File: config.mk
export PLATFORM = sky130hd
export DESIGN_NAME = sonar_range_velocity_filter
export DESIGN_NICKNAME = d
export VERILOG_FILES = /design/src/rtl/core/srvf_pkg.sv /design/src/rtl/core/sonar_range_velocity_filter.sv /design/src/rtl/core/srvf_div.sv
export SDC_FILE = /design/constraint.sdc
export NUM_CORES = 2
export LEC_CHECK = 0
export ABC_AREA = 1
export CAP_MARGIN = 20
export CORE_MARGIN = 2
export CORE_UTILIZATION = 23
export CTS_CLUSTER_DIAMETER = 200
export DETAILED_ROUTE_END_ITERATION = 8
export DONT_BUFFER_PORTS = 1
export PLACE_DENSITY_LB_ADDON = 0.1
export SLEW_MARGIN = 20
export SYNTH_ARGS = -nofsm -noshare
export SYNTH_HDL_FRONTEND = slang
export SYNTH_HIERARCHICAL = 1
export SYNTH_SLANG_ARGS = --single-unit
File: constraint.sdc
create_clock -name clk -period 8.36 [get_ports clk]
set_input_delay 0.836 -clock clk [delete_from_list [all_inputs] [get_ports clk]]
set_output_delay 0.836 -clock clk [all_outputs]
set_load 0.1 [all_outputs]
File: src/rtl/core/srvf_pkg.sv
// Shared types and constants for the sonar range and velocity filter.
// Used by srvf_div and sonar_range_velocity_filter; depends on nothing.
package srvf_pkg;

  // Configuration register map
  typedef enum logic [1:0] {
    REG_MIN_DIST  = 2'd0,
    REG_MAX_DIST  = 2'd1,
    REG_LPF_GAIN  = 2'd2,
    REG_VEL_LIMIT = 2'd3
  } cfg_reg_t;

  // Sequencer states
  typedef enum logic [3:0] {
    S_IDLE,
    S_GATE,
    S_MUL_NUM,
    S_MUL_LIM,
    S_CHECK,
    S_DIV,
    S_BLEND_OLD,
    S_BLEND_NEW,
    S_BLEND_SUM,
    S_DONE
  } seq_state_t;

  localparam int DIST_W   = 16;
  localparam int TIME_W   = 32;
  localparam int GAIN_W   = 9;
  localparam int VEL_W    = 25;
  localparam int NUM_W    = 36;   // |delta| * 1e6 fits in 36 bits
  localparam int OPB_W    = 17;   // narrow multiplier operand, signed
  localparam int BLEND_SH = 8;    // gain is in 1/256 units

  localparam logic [19:0]       MICRO_PER_S   = 20'd1000000;
  localparam logic [GAIN_W-1:0] GAIN_ONE      = 9'd256;
  localparam logic [DIST_W-1:0] RST_MIN_DIST  = 16'd20;
  localparam logic [DIST_W-1:0] RST_MAX_DIST  = 16'd765;
  localparam logic [GAIN_W-1:0] RST_LPF_GAIN  = 9'd102;
  localparam logic [DIST_W-1:0] RST_VEL_LIMIT = 16'd2000;
  localparam logic [DIST_W-1:0] RST_PREV_DIST = 16'd20;

endpackage

File: src/rtl/core/sonar_range_velocity_filter.sv
// Sonar range gate with smoothed velocity estimate: one result per reading.
// An out-of-window, first or zero-interval reading goes straight to the result; one over
// the speed limit blends a zero raw velocity; any other is divided by the serial divider
// (one quotient bit a cycle) and blended on the shared multiplier (33x17 at default).
// One reading in flight; a new request is taken only once the last result is loaded.
// Reset (rst, synchronous) loads register defaults and clears the filter history.
module sonar_range_velocity_filter
  import srvf_pkg::*;
#(
  parameter int VELOCITY_FRAC_BITS = 8
) (
  input  logic        clk,
  input  logic        rst,
  // configuration write channel
  input  logic        cfg_valid,
  output logic        cfg_ready,
  input  logic [1:0]  cfg_index,
  input  logic [15:0] cfg_data,
  // reading in
  input  logic        s_axis_tvalid,
  output logic        s_axis_tready,
  input  logic [47:0] s_axis_tdata,   // [7:0] range_high_byte, [15:8] range_low_byte,
                                      // [47:16] timestamp_us
  // result out
  output logic        m_axis_tvalid,
  input  logic        m_axis_tready,
  output logic [47:0] m_axis_tdata,   // [15:0] distance_out_cm, [40:16] velocity_q8,
                                      // [47:41] zero
  output logic        m_axis_tuser    // [0] healthy
);

  // Width plan: the quotient is bounded by limit * 2^F, so 16 + F bits hold it.
  localparam int QW  = DIST_W + VELOCITY_FRAC_BITS;
  localparam int RW  = QW + 1;                 // signed raw velocity
  localparam int AW  = (RW > TIME_W + 1) ? RW : TIME_W + 1;
  localparam int PW  = AW + OPB_W;             // product width
  localparam int SW  = PW + 1;                 // blend sum width

  // Configuration registers
  logic [DIST_W-1:0] min_distance_cm;
  logic [DIST_W-1:0] max_distance_cm;
  logic [GAIN_W-1:0] lpf_gain;
  logic [DIST_W-1:0] velocity_limit_cm_s;

  // Filter history
  logic [DIST_W-1:0]    prev_distance;
  logic signed [VEL_W-1:0] smoothed_velocity;
  logic                 was_healthy;
  logic [TIME_W-1:0]    prev_time;

  // Per-reading working registers
  seq_state_t        state, state_next;
  logic [DIST_W-1:0] dist_r;
  logic [TIME_W-1:0] time_r;
  logic [TIME_W-1:0] dt_r;
  logic [DIST_W-1:0] mag_r;
  logic              neg_r;
  logic [NUM_W-1:0]  num_r;
  logic signed [RW-1:0] raw_r;
  logic signed [PW-1:0] acc;

  // Shared multiplier: operands chosen by the sequencer, product registered
  logic signed [AW-1:0]    mul_a;
  logic signed [OPB_W-1:0] mul_b;
  logic signed [PW-1:0]    prod;

  // Output register
  logic [DIST_W-1:0] out_dist;
  logic [VEL_W-1:0]  out_vel;
  logic              out_healthy;
  logic              out_valid;
  logic              slot_free;

  // Combinational helpers
  logic [DIST_W:0]   delta;
  logic              in_window;
  logic [TIME_W-1:0] dt;
  logic [GAIN_W-1:0] gain_eff;
  logic [GAIN_W-1:0] gain_old;
  logic              over_limit;
  logic              div_start;
  logic              div_done;
  logic [QW-1:0]     quot;
  logic signed [SW-1:0] blend_sum;
  logic signed [SW-1:0] blend_sh;
  logic              sat_hi;
  logic              sat_lo;
  logic signed [VEL_W-1:0] vel_new;

  assign cfg_ready     = 1'b1;
  assign s_axis_tready = (state == S_IDLE);
  assign slot_free     = !out_valid || m_axis_tready;

  assign m_axis_tvalid = out_valid;
  assign m_axis_tdata  = {7'd0, out_vel, out_dist};
  assign m_axis_tuser  = out_healthy;

  // Window test and interval use the stored reading against the history
  assign in_window = (dist_r > min_distance_cm) && (dist_r < max_distance_cm);
  assign dt        = time_r - prev_time;
  assign delta     = {1'b0, dist_r} - {1'b0, prev_distance};
  assign gain_eff  = (lpf_gain > GAIN_ONE) ? GAIN_ONE : lpf_gain;
  assign gain_old  = GAIN_ONE - gain_eff;

  // prod holds limit * dt when the sequencer sits in S_CHECK
  assign over_limit = {12'd0, num_r} > prod[TIME_W+DIST_W-1:0];

  // Blend: floor shift by 8, then clamp to the 25 bit signed range
  assign blend_sum = SW'(acc) + SW'(prod);
  assign blend_sh  = blend_sum >>> BLEND_SH;
  assign sat_hi    = !blend_sh[SW-1] && (|blend_sh[SW-2:VEL_W-1]);
  assign sat_lo    = blend_sh[SW-1] && !(&blend_sh[SW-2:VEL_W-1]);
  always_comb begin
    if (sat_hi) begin
      vel_new = {1'b0, {(VEL_W-1){1'b1}}};
    end else if (sat_lo) begin
      vel_new = {1'b1, {(VEL_W-1){1'b0}}};
    end else begin
      vel_new = blend_sh[VEL_W-1:0];
    end
  end

  srvf_div #(
    .QW(QW)
  ) u_div (
    .clk         (clk),
    .rst         (rst),
    .start       (div_start),
    .dividend_hi (TIME_W'(num_r[NUM_W-1:DIST_W])),
    .dividend_lo ({num_r[DIST_W-1:0], {VELOCITY_FRAC_BITS{1'b0}}}),
    .divisor     (dt_r),
    .done        (div_done),
    .quotient    (quot)
  );

  // Configuration writes
  always_ff @(posedge clk) begin
    if (rst) begin
      min_distance_cm     <= RST_MIN_DIST;
      max_distance_cm     <= RST_MAX_DIST;
      lpf_gain            <= RST_LPF_GAIN;
      velocity_limit_cm_s <= RST_VEL_LIMIT;
    end else if (cfg_valid && cfg_ready) begin
      case (cfg_reg_t'(cfg_index))
        REG_MIN_DIST:  min_distance_cm     <= cfg_data;
        REG_MAX_DIST:  max_distance_cm     <= cfg_data;
        REG_LPF_GAIN:  lpf_gain            <= cfg_data[GAIN_W-1:0];
        REG_VEL_LIMIT: velocity_limit_cm_s <= cfg_data;
        default: ;
      endcase
    end
  end

  // Sequencer state register
  always_ff @(posedge clk) begin
    if (rst) begin
      state <= S_IDLE;
    end else begin
      state <= state_next;
    end
  end

  // Next state and multiplier operand selection
  always_comb begin
    state_next = state;
    mul_a      = '0;
    mul_b      = '0;
    div_start  = 1'b0;
    case (state)
      S_IDLE: begin
        if (s_axis_tvalid) begin
          state_next = S_GATE;
        end
      end
      S_GATE: begin
        // drop to a zero velocity unless this reading is in window and follows a healthy one in time
        if (in_window && was_healthy && (dt != '0)) begin
          state_next = S_MUL_NUM;
        end else begin
          state_next = S_DONE;
        end
      end
      S_MUL_NUM: begin
        mul_a      = AW'(MICRO_PER_S);
        mul_b      = OPB_W'(mag_r);
        state_next = S_MUL_LIM;
      end
      S_MUL_LIM: begin
        mul_a      = AW'(dt_r);
        mul_b      = OPB_W'(velocity_limit_cm_s);
        state_next = S_CHECK;
      end
      S_CHECK: begin
        if (over_limit) begin
          state_next = S_BLEND_OLD;
        end else begin
          div_start  = 1'b1;
          state_next = S_DIV;
        end
      end
      S_DIV: begin
        if (div_done) begin
          state_next = S_BLEND_OLD;
        end
      end
      S_BLEND_OLD: begin
        mul_a      = AW'(smoothed_velocity);
        mul_b      = OPB_W'(gain_old);
        state_next = S_BLEND_NEW;
      end
      S_BLEND_NEW: begin
        mul_a      = AW'(raw_r);
        mul_b      = OPB_W'(gain_eff);
        state_next = S_BLEND_SUM;
      end
      S_BLEND_SUM: begin
        state_next = S_DONE;
      end
      S_DONE: begin
        if (slot_free) begin
          state_next = S_IDLE;
        end
      end
      default: begin
        state_next = S_IDLE;
      end
    endcase
  end

  always_ff @(posedge clk) begin
    prod <= mul_a * mul_b;
  end

  // Datapath registers
  always_ff @(posedge clk) begin
    case (state)
      S_IDLE: begin
        if (s_axis_tvalid) begin
          dist_r <= {s_axis_tdata[7:0], s_axis_tdata[15:8]};
          time_r <= s_axis_tdata[47:16];
        end
      end
      S_GATE: begin
        dt_r  <= dt;
        neg_r <= delta[DIST_W];
        mag_r <= DIST_W'(delta[DIST_W] ? (~delta + 1'b1) : delta);
      end
      S_MUL_LIM: begin
        num_r <= prod[NUM_W-1:0];
      end
      S_CHECK: begin
        raw_r <= '0;
      end
      S_DIV: begin
        if (div_done) begin
          raw_r <= neg_r ? -RW'(quot) : RW'(quot);
        end
      end
      S_BLEND_NEW: begin
        acc <= prod;
      end
      default: ;
    endcase
  end

  // Filter history: commit on gate, velocity on blend
  always_ff @(posedge clk) begin
    if (rst) begin
      prev_distance     <= RST_PREV_DIST;
      smoothed_velocity <= '0;
      was_healthy       <= 1'b0;
      prev_time         <= '0;
    end else begin
      case (state)
        S_GATE: begin
          prev_time   <= time_r;
          was_healthy <= in_window;
          if (in_window) begin
            prev_distance <= dist_r;
          end
          if (!(in_window && was_healthy && (dt != '0))) begin
            smoothed_velocity <= '0;
          end
        end
        S_BLEND_SUM: begin
          smoothed_velocity <= vel_new;
        end
        default: ;
      endcase
    end
  end

  // Output register: load when the slot frees, hold until taken
  always_ff @(posedge clk) begin
    if (rst) begin
      out_valid <= 1'b0;
    end else if (state == S_DONE && slot_free) begin
      out_valid <= 1'b1;
    end else if (m_axis_tready) begin
      out_valid <= 1'b0;
    end
  end

  always_ff @(posedge clk) begin
    if (state == S_DONE && slot_free) begin
      out_dist    <= prev_distance;
      out_vel     <= smoothed_velocity;
      out_healthy <= was_healthy;
    end
  end

endmodule

File: src/rtl/core/srvf_div.sv
// Restoring radix-2 divider, one quotient bit per cycle.
// Uses srvf_pkg for the timestamp width; caller guarantees the quotient fits in QW bits.
module srvf_div
  import srvf_pkg::*;
#(
  parameter int QW = 24
) (
  input  logic              clk,
  input  logic              rst,
  input  logic              start,
  input  logic [TIME_W-1:0] dividend_hi,  // upper dividend bits, below divisor
  input  logic [QW-1:0]     dividend_lo,  // lower dividend bits, shifted in one a cycle
  input  logic [TIME_W-1:0] divisor,
  output logic              done,
  output logic [QW-1:0]     quotient
);

  localparam int CW = $clog2(QW + 1);

  logic [TIME_W-1:0] rem;
  logic [QW-1:0]     qreg;
  logic [CW-1:0]     cnt;
  logic              busy;
  logic [TIME_W:0]   trial;
  logic [TIME_W:0]   diff;
  logic              ge;

  assign trial    = {rem, qreg[QW-1]};
  assign diff     = trial - {1'b0, divisor};
  assign ge       = trial >= {1'b0, divisor};
  assign quotient = qreg;

  always_ff @(posedge clk) begin
    if (rst) begin
      busy <= 1'b0;
      done <= 1'b0;
      cnt  <= '0;
    end else begin
      done <= 1'b0;
      if (start) begin
        busy <= 1'b1;
        cnt  <= CW'(QW);
      end else if (busy) begin
        cnt <= cnt - 1'b1;
        if (cnt == CW'(1)) begin
          busy <= 1'b0;
          done <= 1'b1;
        end
      end
    end
  end

  always_ff @(posedge clk) begin
    if (start) begin
      rem  <= dividend_hi;
      qreg <= dividend_lo;
    end else if (busy) begin
      // keep the partial remainder below the divisor
      rem  <= ge ? diff[TIME_W-1:0] : trial[TIME_W-1:0];
      qreg <= {qreg[QW-2:0], ge};
    end
  end

endmodule

==> metrics.md <==
| Metric | Value |
|---|---|
| CP top delay family | adder cells |
| Crit path kind | flip-flop to flip-flop |
| Hold crit path type | input port to flip-flop |
| Critical path's slowest cell | fa_1 |
| Reg-to-reg slack, setup | around 0.38 ns |
| Worst-Margin Slew | 1.11 ns |
| GP Congestion | ~0.86 |
| Slew headroom | 25.8% |
| Fmax achieved | 125 MHz |
| RR Endpoint | prod[49]$_DFF_P_ |
| Num CTS Buffers | 67 |
| Non-Filler Instances | between 9k and 10k |
| Worst VDD drop | between 0.1 and 0.15 mV |
| Part of the cycle the worst path needs | 95.5% |
| Setup Total Neg Slack | 0 ns |
| Final Skew | 0.0326 ns |
| Power Density | 146 nW/um2 |
| Count of cell types in the netlist | 61 |
| WL per Instance | 19.6 um |
| Fin nets | about 7.4k |
| Sequential share of the synthesized area | a little over a quarter |
| CTS Buffer Depth | 3 |
| Residual DRC count | 0 |
| RSZ-0062 raised after global routing | no |
| First-pass GRT wire length | 274000 um |
| Grt peak-use layer | met2 |
| Met3 Use GR | ~2.2% |
| Required time of the worst setup path | slightly below 9 ns |
| Largest area contributor in the netlist | fa_1 |
| Synth Register Bits | around 500 |
| Detailed Routing Iterations Pass 1 | 5 |
| Number of synthesized flops with an enable pin | approximately 310 |
| Crit path max fanout | 29 |
| Final Max Slew Viols | 0 |
| GRT Overall Usage | between 15 and 20% |
| Synth top area cells | fa_1 (20%), edfxtp_1 (19%), nand2_1 (12%) |
| IO buf count | 0 |
| Initial Util | a little under a quarter |
| Placed Cells | ~9.3k |
| Clk sinks | 499 |
| Core ar. | roughly 210000 um2 |
| Crit end category | flip-flop |
| WP depth | 33 |
| Outcome | finished, final reports clean |
| CTS tree | built |
| Initial antenna violation count | 8 |
| Hold Startpoint | rst |
| Area Overhead vs Synth | 12.6% |
| CP Capture Point | prod[49]$_DFF_P_ |
| Most common flop cell mapped by yosys | edfxtp_1 |
| Overall power | roughly 8.2 mW |
| Antenna viol nets, final | 0 |
| Asr flop ratio synth | 0% |
| Clock Latency Late Sink | just under 0.7 ns |
| Detailed placer's ending HPWL | around 160000 um |
| Worst reg2reg startpoint | state[2]$_SDFFE_PP0P_ |
| Number of global-route vias before repair | 41.6k |
| CP startpoint | state[2]$_SDFFE_PP0P_ |
| Clock transition at the registers of the reported paths | approximately 0.060 ns |
| DIE HEIGHT | around 470 um |
| Syn avg cell area | slightly below 8 um2 |
| IO Count | approximately 120 |
| Final setup vio count | 0 |
| Largest net degree at the start of global routing | 84 |
| Startpoint Class | flip-flop |
| Gr ovfl total | 0 |
| Final Hold Fails | 0 |
| Routed wire length | roughly 180000 um |
| Multi-input gate area | ~30000 um2 |
| DRT iter0 DRCs | roughly 2.6k |
| CTS H-tree lvls | 3 |
| Leakage | roughly 27 nW |
| Clk root buf | clkbuf_16 |
| Full die area | ~220000 um2 |
| Via density per instance | around 4.3 |
| Layout cells sized above 1 | between 5 and 6% |
| Most frequent CP cell | inv_1 |
| Max Cap Viol | 0 |
| Grt met2 use | 27.6% |
| Yosys top cell area share | between 20% and 30% |
| Synthesized area | slightly below 50000 um2 |
| Count leader, synth | nand2_1 |
| # rows | 170 |
| Top cells by count, synth | nand2_1 (1624), inv_1 (1557), fa_1 (506) |
| Reg2reg path depth | 33 |
| Crit-path max cell delay | around 0.57 ns |
| Synthesized instance count | 6441 |
| Final min period | about 8 ns |
| Register area | roughly 13000 um2 |
| M1 GR Usage | a little under a quarter |
| Via count | 40.1k |
| Yosys warnings | 6 |
| Worst path bufs/invs | 11 |
| Fill cells | 23.7k |
| Die W | between 400 and 500 um |
| Arrival @ worst endpoint | roughly 8.5 ns |
[state kept, by name, summed over array words and instances, names as in the netlist, 32 cells and up]
register,cells
acc,50
prod,50
num_r,36
dt_r,32
prev_time,32
time_r,32
u_div/rem,32
[area by class of cell]
class                      instances  share of cell area [%]
antenna                            4                  0.0179
clock buffer                      90                    3.31
clock inverter                    34                   0.597
inverter                        1585                    10.7
multi-input combinational       4245                    53.9
sequential                       499                    23.4
tap                             2838                    6.37
timing repair buffer             118                    1.74
[placed cells by master (no fill, tap or decap), types with 9 or more instances in the layout]
master	instances
a22o_1	9
clkbuf_1	16
a32o_1	17
xnor2_1	46
clkbuf_16	68
o211ai_1	22
nor2_1	449
o21ai_1	16
ha_1	318
a21oi_2	25
inv_1	1550
nor3_1	45
nand2_1	1623
inv_2	23
fa_1	506
a31oi_1	17
clkinv_2	16
conb_1	42
nand4_1	51
nand2_2	21
edfxtp_1	306
o21bai_1	13
o21a_1	10
dfxtp_1	193
buf_4	109
nand3_1	222
nor2_2	49
a21oi_1	354
o21ai_0	172
xor2_1	79
nand3b_1	35
nor4_1	12
[power by group]
group	total [mW]	leakage (nW)	internal, mW	switching (mW)
sequential	3.12	4.62	2.83	0.291
clock	2.90	1.06	1.64	1.26
combinational	2.13	21.7	0.652	1.48
total	8.16	27.4	5.13	3.03
[cell families (layout without fill, tap and decap cells)]
kind of cell             Yosys count  count (layout)  share of synthesized area, %
AO/OA/AOI/OAI                    704             704                          8.14
other                              2              46                        0.0152
XOR/XNOR                         125             125                          2.21
AND/OR/NAND/NOR                 2549            2549                          21.3
adder cells (fa/ha/maj)          825             825                          28.5
flip-flops                       499             499                          26.3
buffers and inverters           1737            1827                          13.5
[routing by layer]
metal | vias up | wire, um
li1 | 19791 | -
met2 | 656 | 83000
met4 | 4 | 6850
met1 | 19427 | 87300
met5 | - | 28
met3 | 194 | 6790
[through the flow]
| stage | util, % | hold slack [ns] | area, um2 | setup WS, ns |
|---|---|---|---|---|
| after floorplan | - | 0.408 | 49700 | 0.921 |
| after global placement | 24.9 | 0.417 | 53500 | 0.268 |
| after detailed placement | 24.9 | 0.421 | 53500 | 0.246 |
| after CTS | 26.0 | 0.147 | 55700 | 0.196 |
| after global routing | 26.0 | 0.185 | 55800 | 0.000273 |
| final | 26.0 | 0.249 | 55800 | 0.377 |
[how the worst min path moves through the flow]
| stage | cells past startpoint | end | slack, ns |
|---|---|---|---|
| final | 1 | state[2]$_SDFFE_PP0P_ | 0.25 |
| after global routing | 1 | state[2]$_SDFFE_PP0P_ | 0.19 |
| after CTS | 1 | state[2]$_SDFFE_PP0P_ | 0.15 |
| after detailed placement | 0 | out_dist[3]$_DFFE_PP_ | 0.42 |
| after global placement | 0 | out_dist[5]$_DFFE_PP_ | 0.42 |
| after floorplan | 0 | out_dist[10]$_DFFE_PP_ | 0.41 |
[timing repair]
| action | in CTS | in global routing |
|---|---|---|
| setup endpoints to repair | 0 | 21 |
| gates resized for setup | 0 | 24 |
| setup buffers | 0 | 4 |
| hold endpoints to repair | 0 | 0 |
| hold buffers | 0 | 0 |
No activity file was read; power rests on OpenSTA's default activity.
